==> src/rtl/bst_pkg.sv <==
// Shared types and constants of the bounded set table.
// No dependencies; imported by the cell, the top level and the checker.
package bst_pkg;

   // Default number of cells (entries the set can hold)
   localparam int SET_CAPACITY_DEFAULT = 64;

   // Field widths of the request and response transfers
   localparam int KIND_W   = 2;
   localparam int VALUE_W  = 32;
   localparam int STATUS_W = 2;
   localparam int TOTAL_W  = 7;

   // Operation codes
   localparam logic [KIND_W-1:0] KIND_INSERT = 2'd0;
   localparam logic [KIND_W-1:0] KIND_DELETE = 2'd1;
   localparam logic [KIND_W-1:0] KIND_QUERY  = 2'd2;
   localparam logic [KIND_W-1:0] KIND_CLEAR  = 2'd3;

   // Response status codes
   localparam logic [STATUS_W-1:0] ST_DONE    = 2'd0;
   localparam logic [STATUS_W-1:0] ST_FULL    = 2'd1;
   localparam logic [STATUS_W-1:0] ST_PRESENT = 2'd2;
   localparam logic [STATUS_W-1:0] ST_ABSENT  = 2'd3;

   // Update strobes broadcast to every cell
   typedef struct packed {
      logic ins_en;   // write the key into the cell at the fill position
      logic del_en;   // cells at or above the hit take their upper neighbour
   } cell_ctl_type;

endpackage

==> src/rtl/bst_cell.sv <==
// One storage cell of the bounded set table: holds one value, compares it
// with the broadcast key and shifts down on delete. Uses bst_pkg.
module bst_cell #(
   parameter int COUNT_W = 7,
   parameter int INDEX   = 0
) (
   input  logic                               clock,
   input  bst_pkg::cell_ctl_type              ctl,
   input  logic [bst_pkg::VALUE_W-1:0]        key,
   input  logic [COUNT_W-1:0]                 count,
   input  logic [bst_pkg::VALUE_W-1:0]        upper_data,
   input  logic                               seen_in,
   output logic [bst_pkg::VALUE_W-1:0]        data,
   output logic                               seen_out
);
   import bst_pkg::*;

   localparam logic [COUNT_W-1:0] IDX = COUNT_W'(INDEX);

   logic [VALUE_W-1:0] data_ff;
   logic [VALUE_W-1:0] data_in;
   logic               occupied;
   logic               hit;

   // Only cells below the fill count hold a live value
   assign occupied = IDX < count;
   assign hit      = occupied && (data_ff == key);
   assign seen_out = seen_in | hit;
   assign data     = data_ff;

   // Append at the fill position, or close the gap on delete
   always_comb begin
      data_in = data_ff;
      if (ctl.ins_en && (IDX == count)) begin
         data_in = key;
      end else if (ctl.del_en && seen_out) begin
         data_in = upper_data;
      end
   end

   always_ff @(posedge clock) begin
      data_ff <= data_in;
   end

endmodule

==> src/rtl/bounded_set_table_unit.sv <==
// Bounded set table: a set of up to SET_CAPACITY distinct 32-bit values in
// insertion order, held in a row of cells that each store one value and
// compare it with the key in parallel. Each item is taken from the request
// transfer into the operation register in S_IDLE; then, in S_EXEC, all cells
// compare, the hit is chained along the row and the row updates (append at
// the fill position, or shift down over a deleted value). The next request
// is taken once that update is done, so one item is in flight at a time.
// A finished response waits in an output register; a new request is taken
// while it is stalled, and the update cycle waits only if the previous
// response is still untaken. entry_total shows the low 7 bits of the count.
module bounded_set_table_unit #(
   parameter int SET_CAPACITY = bst_pkg::SET_CAPACITY_DEFAULT
) (
   input  logic                                 clock,
   input  logic                                 reset,
   input  logic                                 req_valid,
   output logic                                 req_stall,
   input  logic [bst_pkg::KIND_W-1:0]           req_kind,
   input  logic signed [bst_pkg::VALUE_W-1:0]   req_value,
   output logic                                 rsp_valid,
   input  logic                                 rsp_stall,
   output logic [bst_pkg::STATUS_W-1:0]         rsp_status,
   output logic [bst_pkg::TOTAL_W-1:0]          rsp_entry_total,
   output logic                                 rsp_vacant
);
   import bst_pkg::*;

   localparam int COUNT_W = $clog2(SET_CAPACITY + 1);
   localparam logic [COUNT_W-1:0] CAP_C = COUNT_W'(SET_CAPACITY);

   typedef enum logic {S_IDLE, S_EXEC} state_type;

   state_type            state_ff;
   logic [KIND_W-1:0]    kind_ff;
   logic [VALUE_W-1:0]   value_ff;
   logic [COUNT_W-1:0]   count_ff;
   logic [COUNT_W-1:0]   count_in;
   logic [STATUS_W-1:0]  status_ff;
   logic [STATUS_W-1:0]  status_in;
   logic [TOTAL_W-1:0]   total_ff;
   logic [TOTAL_W-1:0]   total_in;
   logic                 empty_ff;
   logic                 rsp_valid_ff;
   logic                 exec_go;
   logic                 full;
   logic                 found;
   cell_ctl_type         ctl;

   logic [VALUE_W-1:0]   cell_data [SET_CAPACITY];
   logic [SET_CAPACITY:0] seen;

   // Row of cells; the hit flag ripples upwards, data moves downwards
   assign seen[0] = 1'b0;
   for (genvar i = 0; i < SET_CAPACITY; i++) begin : g_cell
      logic [VALUE_W-1:0] upper;
      if (i == SET_CAPACITY - 1) begin : g_top
         assign upper = cell_data[i];
      end else begin : g_mid
         assign upper = cell_data[i+1];
      end
      bst_cell #(
         .COUNT_W (COUNT_W),
         .INDEX   (i)
      ) u_cell (
         .clock      (clock),
         .ctl        (ctl),
         .key        (value_ff),
         .count      (count_ff),
         .upper_data (upper),
         .seen_in    (seen[i]),
         .data       (cell_data[i]),
         .seen_out   (seen[i+1])
      );
   end

   assign found   = seen[SET_CAPACITY];
   assign full    = count_ff >= CAP_C;
   assign exec_go = (state_ff == S_EXEC) && !(rsp_valid_ff && rsp_stall);

   // Update strobes for the row
   assign ctl.ins_en = exec_go && (kind_ff == KIND_INSERT) && !full && !found;
   assign ctl.del_en = exec_go && (kind_ff == KIND_DELETE);

   // Status and new count of the item in flight
   always_comb begin
      status_in = ST_DONE;
      count_in  = count_ff;
      case (kind_ff)
         KIND_INSERT: begin
            if (full) begin
               status_in = ST_FULL;
            end else if (found) begin
               status_in = ST_PRESENT;
            end else begin
               count_in = count_ff + COUNT_W'(1);
            end
         end
         KIND_DELETE: begin
            if (!found) begin
               status_in = ST_ABSENT;
            end else begin
               count_in = count_ff - COUNT_W'(1);
            end
         end
         KIND_QUERY: begin
            if (!found) begin
               status_in = ST_ABSENT;
            end
         end
         KIND_CLEAR: begin
            count_in = '0;
         end
         default: begin
            status_in = ST_DONE;
         end
      endcase
   end

   // Reported count is the low bits of the internal one
   if (COUNT_W >= TOTAL_W) begin : g_tot_trunc
      assign total_in = count_in[TOTAL_W-1:0];
   end else begin : g_tot_ext
      assign total_in = {{(TOTAL_W - COUNT_W){1'b0}}, count_in};
   end

   // Sequencer, count and response register
   always_ff @(posedge clock) begin
      if (reset) begin
         state_ff     <= S_IDLE;
         count_ff     <= '0;
         rsp_valid_ff <= 1'b0;
      end else begin
         if (rsp_valid_ff && !rsp_stall) begin
            rsp_valid_ff <= 1'b0;
         end
         case (state_ff)
            S_IDLE: begin
               if (req_valid) begin
                  kind_ff  <= req_kind;
                  value_ff <= req_value;
                  state_ff <= S_EXEC;
               end
            end
            S_EXEC: begin
               if (exec_go) begin
                  count_ff     <= count_in;
                  status_ff    <= status_in;
                  total_ff     <= total_in;
                  empty_ff     <= (count_in == '0);
                  rsp_valid_ff <= 1'b1;
                  state_ff     <= S_IDLE;
               end
            end
            default: begin
               state_ff <= S_IDLE;
            end
         endcase
      end
   end

   // No request is taken while reset is held
   assign req_stall       = reset || (state_ff != S_IDLE);
   assign rsp_valid       = rsp_valid_ff;
   assign rsp_status      = status_ff;
   assign rsp_entry_total = total_ff;
   assign rsp_vacant      = empty_ff;

endmodule

==> config.mk <==
export PLATFORM = sky130hd
export DESIGN_NAME = bounded_set_table_unit
export DESIGN_NICKNAME = d
export VERILOG_FILES = /design/src/rtl/bst_pkg.sv /design/src/rtl/bst_cell.sv /design/src/rtl/bounded_set_table_unit.sv
export SDC_FILE = /design/constraint.sdc
export NUM_CORES = 2
export LEC_CHECK = 0
export ABC_AREA = 1
export BUFFER_PORTS_ARGS = -buffer_cell sky130_fd_sc_hd__buf_2
export CORE_ASPECT_RATIO = 2
export CORE_MARGIN = 4
export CORE_UTILIZATION = 30
export CTS_CLUSTER_DIAMETER = 120
export DETAILED_ROUTE_END_ITERATION = 12
export PLACE_DENSITY = 0.47
export REMOVE_ABC_BUFFERS = 1
export SYNTH_ARGS = -nofsm -noshare
export SYNTH_HDL_FRONTEND = slang
export SYNTH_SLANG_ARGS = --single-unit
==> constraint.sdc <==
create_clock -name clock -period 17.7 [get_ports clock]
set_clock_uncertainty 0.15 [all_clocks]
set_input_delay 0 -clock clock [delete_from_list [all_inputs] [get_ports clock]]
set_output_delay 0 -clock clock [all_outputs]
set_load 0.02 [all_outputs]
## Word-level counts from Yosys, hierarchy flattened

Index checks and enable logic that the tools add are counted.

| operators by class | value |
|---|---|
| add/sub/neg operators | 2 |
| magnitude comparators | 65 |
| eq/ne operators | 130 |
| mux-type cells | 140 |
| bitwise operators | 65 |
| reductions and logical operators | 273 |

Operators by type and width:

| kind | number |
|---|---|
| 32-bit 2-to-1 mux | 126 |
| 32-bit equality test | 64 |
| 6-bit by 7-bit equality test with 1-bit output, first input constant | 32 |
| 6-bit by 7-bit less-than comparator with 1-bit output, first input constant | 32 |
| 1-bit logical AND | 198 |
| 2-bit nonzero test | 63 |
| 5-bit by 7-bit equality test with 1-bit output, first input constant | 16 |
| 5-bit by 7-bit less-than comparator with 1-bit output, first input constant | 16 |
| 1-bit bitwise OR | 63 |
| 4-bit by 7-bit equality test with 1-bit output, first input constant | 8 |
| 4-bit by 7-bit less-than comparator with 1-bit output, first input constant | 8 |
| 3-bit by 7-bit equality test with 1-bit output, first input constant | 4 |
| 3-bit by 7-bit less-than comparator with 1-bit output, first input constant | 4 |
| 7-bit 2-to-1 mux | 3 |
| 7-bit one-hot mux with 3 select lines | 1 |
| 2-bit by 7-bit equality test with 1-bit output, first input constant | 2 |
| 7-bit zero test | 2 |
| 1-bit by 7-bit less-than comparator with 1-bit output, first input constant | 2 |
| 2-bit by 7-bit less-than comparator with 1-bit output, first input constant | 2 |
| 7-bit by 1-bit adder with 7-bit output, second input constant | 1 |
| 1-bit by 7-bit equality test with 1-bit output, first input constant | 1 |
| 7-bit greater-or-equal comparator, second input constant | 1 |
| 7-bit by 1-bit subtractor with 7-bit output, second input constant | 1 |
| 2-bit 2-to-1 mux | 3 |
| other kinds (12) | 22 |

| word-level totals | value |
|---|---|
| flip-flop bits (word level) | 2101 |
| input port bits | 38 |
| output and inout bits | 12 |
| logic and storage cells | 747 |

## Longest topological paths before layout

| depth | value |
|---|---|
| word-level depth | 69 |
| depth in mapped cells | 51 |

## Worst setup path after synthesis

No wires, ideal clock.

| timing path | value |
|---|---|
| path type | flip-flop to flip-flop |
| start point | register value_ff[20] |
| end point | register g_cell[63].u_cell.data_ff[0] (enable) |
| setup time | 0.501 ns |
| data arrival time | 7.499 ns |
| path slack | 9.550 ns |
| stages on the path, launching flop included | 46 |
| buffers on the path | 2 |
| path through | edfxtp_1 -> buf_4 -> inv_2 -> buf_4 -> nand2_1 -> nand2_1 -> inv_1 -> nand2_1 -> nor2_1 -> nand2_1 -> nor2_1 -> nand3_1 -> nand3_1 -> nor2_1 -> nand4_1 -> nor2_1 -> nand4_1 -> nor2_1 -> [10 not listed] -> nand4_1 -> nor2_1 -> nand4_1 -> nor2_1 -> nand4_1 -> nor2_1 -> nand4_1 -> nor2_1 -> nand4_1 -> nor2_1 -> nand4_1 -> nor2_2 -> nand4_2 -> nor3_4 -> nand4_4 -> nor2_8 -> inv_4 -> nor4_1 |

| between the ends | value |
|---|---|
| longest elaborated chain between the ends | 68 |

Ends and longest elaborated chain:

| item | RTL line | source |
|---|---|---|
| start: declaration | bounded_set_table_unit.sv:35 | `logic [VALUE_W-1:0] value_ff;` |
| start signal: assignment | bounded_set_table_unit.sv:140 | `value_ff <= req_value;` |
| 32-bit equality test | bst_cell.sv:27 | `assign hit = occupied && (data_ff == key);` |
| 1-bit logical AND | bst_cell.sv:27 |  |
| 1-bit bitwise OR (62 in a row) | bst_cell.sv:28 | `assign seen_out = seen_in \| hit;` |
| 1-bit bitwise OR * | bst_cell.sv:28 |  |
| 1-bit zero test * | n/a |  |
| 1-bit logical AND * | bounded_set_table_unit.sv:81 | `assign ctl.ins_en = exec_go && (kind_ff == KIND_INSERT) && !full && !found;` |
| 1-bit logical AND * | bst_cell.sv:34 | `if (ctl.ins_en && (IDX == count)) begin` |
| end signal: assignment | bst_cell.sv:42 | `data_ff <= data_in;` |
| end: declaration | bst_cell.sv:20 | `logic [VALUE_W-1:0] data_ff;` |

Every way passes the cells marked *; elsewhere a longest branch is shown, timed or not.
A chain may end at the register's enable or synchronous reset.

## Final worst setup path

| timing path | value |
|---|---|
| start point | register value_ff[24] |
| end point | register g_cell[9].u_cell.data_ff[1] (enable) |

| between the ends | value |
|---|---|
| longest elaborated chain between the ends | 69 |

Ends and longest elaborated chain:

| item | RTL line |
|---|---|
| 32-bit equality test | bst_cell.sv:27 |
| 1-bit logical AND | bst_cell.sv:27 |
| 1-bit bitwise OR (63 in a row) | bst_cell.sv:28 |
| 1-bit zero test | n/a |
| 1-bit logical AND | bounded_set_table_unit.sv:81 |
| 1-bit logical AND | bst_cell.sv:34 |
| 2-bit nonzero test (no line) * | n/a |
| end signal: assignment | bst_cell.sv:42 |
| end: declaration | bst_cell.sv:20 |

Marked as above.

==> implementation parameters <==
Parameter                              Value

Run status
  Status    complete, no violations

Drt
  Vias/cell    5.74
  DRC violation count after routing    0
  DR vias    94000
  Routed wirelength normalized by instance count    around 36 um
  DRT Pass-1 Iters    9
  Initial detailed-routing violation count    10500
  Number of antenna-violating nets in the routed design    0
  Detailed Route WL    582 mm

Critical path
  Termination of the worst setup path    g_cell[9].u_cell.data[1]
  CP endpoint kind    flop
  Worst EP required    18.14 ns
  Startpoint of the worst setup timing path    value_ff[24]
  Worst Setup Path Type    reg -> reg
  Startpoint type of the worst setup path    flop
  R2r worst-path depth    between 40 and 50
  Crit path top cell by count    sky130_fd_sc_hd__nor2_1
  Crit Path Max Fanout    40
  Worst reg2reg startpoint    value_ff[24]
  Cell with the biggest individual delay on the critical path    sky130_fd_sc_hd__buf_4
  R2R Setup Slk    around 4.6 ns
  Slowest cell delay on critical path    between 0.8 and 0.9 ns
  Arrival time of data at the critical path endpoint    13.53 ns
  Reg-to-reg critical path endpoint    g_cell[9].u_cell.data[1]

STA
  Clock period minus final worst setup slack    13.09 ns
  Setup slack after layout    4.61 ns
  Final hold violations    0
  Setup TNS    0 ns
  Number of endpoints failing setup at the final stage    0
  Worst slew margin relative to its limit    between 4 and 5%
  Maximum clock frequency    0.0764 GHz
  Final worst-path cycle share    74.0%
  Hold Slack    0.115 ns
  Actual slew at the worst max-slew pin    1.43 ns
  Unrepaired setup endpoints after global routing    no
  Number of pins exceeding their max-slew limit in the final report    0

Final layout
  Fin area    0.125 mm^2
  Fraction of final layout cells sized beyond drive strength 1    9.32%
  Syn-to-layout area delta    11.0%
  Most common cell after layout, fill and taps aside    sky130_fd_sc_hd__nand2_1
  Net total in the final layout    11300
  Filler cells    ~38000
  Commonest cells after routing, fill and taps aside    sky130_fd_sc_hd__nand2_1 (2902), sky130_fd_sc_hd__edfxtp_1 (2092), sky130_fd_sc_hd__o21ai_1 (1212), sky130_fd_sc_hd__o21ai_0 (987), sky130_fd_sc_hd__xnor2_1 (963)

Synthesis
  Number of distinct library cell variants in the gate-level netlist after synthesis    54
  Post-synthesis cell area    between 0.1 and 0.15 mm^2
  Average footprint of a synthesized cell    slightly below 10 um^2
  Count of flip-flops with a built-in enable after synthesis    2092
  Number of standard cells after synthesis    approximately 12000
  Post-synthesis register bit count    2101
  Post-synth top flop    sky130_fd_sc_hd__edfxtp_1
  Share of flip-flops with an asynchronous set or reset after synthesis    0%
  Part of the Yosys area used for sequential elements    55.9%
  Yosys warns    0

Floorplan
  Number of placed I/O pins    50
  Horizontal die dimension    441 um
  # rows    318
  Die outline area    0.386 mm^2
  Core ar.    0.374 mm^2
  Initial core utilization    30.1%
  Y dimension of the die    roughly 870 um

Pwr
  Max rail drop VDD    0.0791 mV
  P_leak    0.0447 uW
  Cell area power density    85.0 mW/mm^2

Global route
  Antenna violations before repair    41
  Vias in the first global route    92600
  Maximum number of pins on one net before global-route repair    66
  Global-route wire length before repair    776 mm
  Gr usage total    29.2%
  Grt total ovfl    0

Hold path
  Worst Hold Class    in -> reg
  Number of cells on the worst hold path    6

Run
  # Max-Cap Violations    0

CTS
  Clock latency on the worst-skew pair    about 0.96 ns
  Clock tree from TritonCTS    yes
  H-tree levels    4
  Root Buffer Master    sky130_fd_sc_hd__clkbuf_16
  TritonCTS sink count    2101
  Maximum count of clock buffers along a single path    4
  Count of cells resized by post-cts repair    0
  Clock buffer count from CTS    209
  Clock transition at the register clock pins on the worst setup and hold paths after CTS    0.07 ns

Place
  Post-detail-place hpwl    402 mm
  Area after DPL    0.118 mm^2
  Worst slack at placement    roughly 4.6 ns
  Total of buffers placed on input and output ports    49
  Placer Congestion    1.01
through the flow:
| step | power, uW | util [%] | std cells |
|---|---|---|---|
| floorplan | 5800 | - | 10600 |
| global placement | 6200 | 31.5 | 15900 |
| detailed placement | 6200 | 31.5 | 15900 |
| CTS | 10600 | 33.4 | 16400 |
| global route | 10800 | 33.4 | 16400 |
| finish | 10600 | 33.4 | 16400 |
timing repair:
action | 4_1_cts | 5_1_grt
endpoints found under the hold margin | 87 | 0
setup endpoints to repair | 0 | 0
hold buffers | 75 | 0
buffers inserted | 0 | 0
sequential cells by signal (all words and copies together) (netlist names):
signal	count
g_cell.u_cell.data	2048
rsp_valid	1
count_ff	7
rsp_status	2
kind_ff	2
rsp_vacant	1
rsp_entry_total	7
value_ff	32
state_ff	1
cells by family (layout without fill, tap and decap cells):
logic type                 Yosys count  after routing  synth area share (%)
DFF                               2101           2101                  55.9
other                                0             17                     0
AOI/OAI and AO/OA                 2742           2742                  13.4
adders and majority gates           10             10                 0.111
buffers and inverters             1303           1164                  5.27
and+or+nand+nor                   4164           4164                  15.8
xor gates and xnor gates          1224           1224                  9.51
area by class of cell:
class | instances | area, um^2 | share of cell area (%)
Multi-Input combinational cell | 8140 | 44200 | 35.3
Timing Repair Buffer | 482 | 3920 | 3.13
Sequential cell | 2101 | 63000 | 50.4
Antenna cell | 17 | 42.5 | 0.0340
Clock inverter | 114 | 878 | 0.702
Tap cell | 4960 | 6210 | 4.96
Clock buffer | 255 | 5490 | 4.39
Inverter | 313 | 1340 | 1.07
routing by layer:
metal	part of all wire [%]	routed length, um	GRT usage (%)
met1	30	177000	27.9
met2	50	293000	52.0
met3	6.8	39600	4.94
met4	12	71900	28.8
met5	0.021	123	0.0254
cell usage after synthesis (23+ instances only):
cell / number / area share, %
sky130_fd_sc_hd__o2111ai_1: 23 / 0.18
sky130_fd_sc_hd__clkbuf_1: 556 / 1.9
sky130_fd_sc_hd__nand4_1: 267 / 1.5
sky130_fd_sc_hd__or2_2: 147 / 0.82
sky130_fd_sc_hd__buf_2: 230 / 1.0
sky130_fd_sc_hd__xnor2_1: 963 / 7.5
sky130_fd_sc_hd__xor2_1: 261 / 2.0
sky130_fd_sc_hd__o22ai_1: 151 / 0.84
sky130_fd_sc_hd__edfxtp_1: 2092 / 56
sky130_fd_sc_hd__nor3_1: 62 / 0.28
sky130_fd_sc_hd__buf_6: 82 / 0.82
sky130_fd_sc_hd__a21oi_1: 24 / 0.11
sky130_fd_sc_hd__o21ai_1: 1213 / 5.4
sky130_fd_sc_hd__nor4_1: 144 / 0.80
sky130_fd_sc_hd__nor4b_1: 44 / 0.34
sky130_fd_sc_hd__nand3_1: 143 / 0.64
sky130_fd_sc_hd__o21ai_2: 51 / 0.40
sky130_fd_sc_hd__o21ai_0: 1035 / 4.6
sky130_fd_sc_hd__buf_1: 89 / 0.30
sky130_fd_sc_hd__inv_1: 289 / 0.96
sky130_fd_sc_hd__nand2_1: 2919 / 9.7
sky130_fd_sc_hd__buf_4: 32 / 0.21
sky130_fd_sc_hd__nor2_1: 371 / 1.2
sky130_fd_sc_hd__a221oi_1: 75 / 0.58
sky130_fd_sc_hd__a22o_1: 98 / 0.76
sky130_fd_sc_hd__a2111oi_0: 24 / 0.19
how the worst min path moves through the flow:
| stage | endpoint | slack (ns) | from |
|---|---|---|---|
| final | count_ff[1] | 0.11 | rsp_stall |
| after global routing | value_ff[3] | 0.16 | req_value[3] |
| after CTS | count_ff[1] | 0.05 | rsp_stall |
| after detailed placement | value_ff[11] | 0.03 | req_value[11] |
| after global placement | value_ff[17] | 0.03 | req_value[17] |
| after floorplan | kind_ff[0] | -0.05 | req_kind[0] |
where the power goes:
part | internal (uW) | leakage [uW] | switching, uW
Combinational | 158 | 0.0227 | 567
Clock | 2370 | 0.00311 | 2130
Sequential | 5400 | 0.0189 | 11.0
worst max-delay path, delay by kind of cell (launching register included):
family | cells | cell delay (ns)
AND/OR/NAND/NOR | 35 | 8.70
buffers and inverters | 7 | 2.80
AO/OA/AOI/OAI | 2 | 0.34
flip-flops | 1 | 0.32
XOR/XNOR | 1 | 0.26
Power figures use the tool's default switching activity.
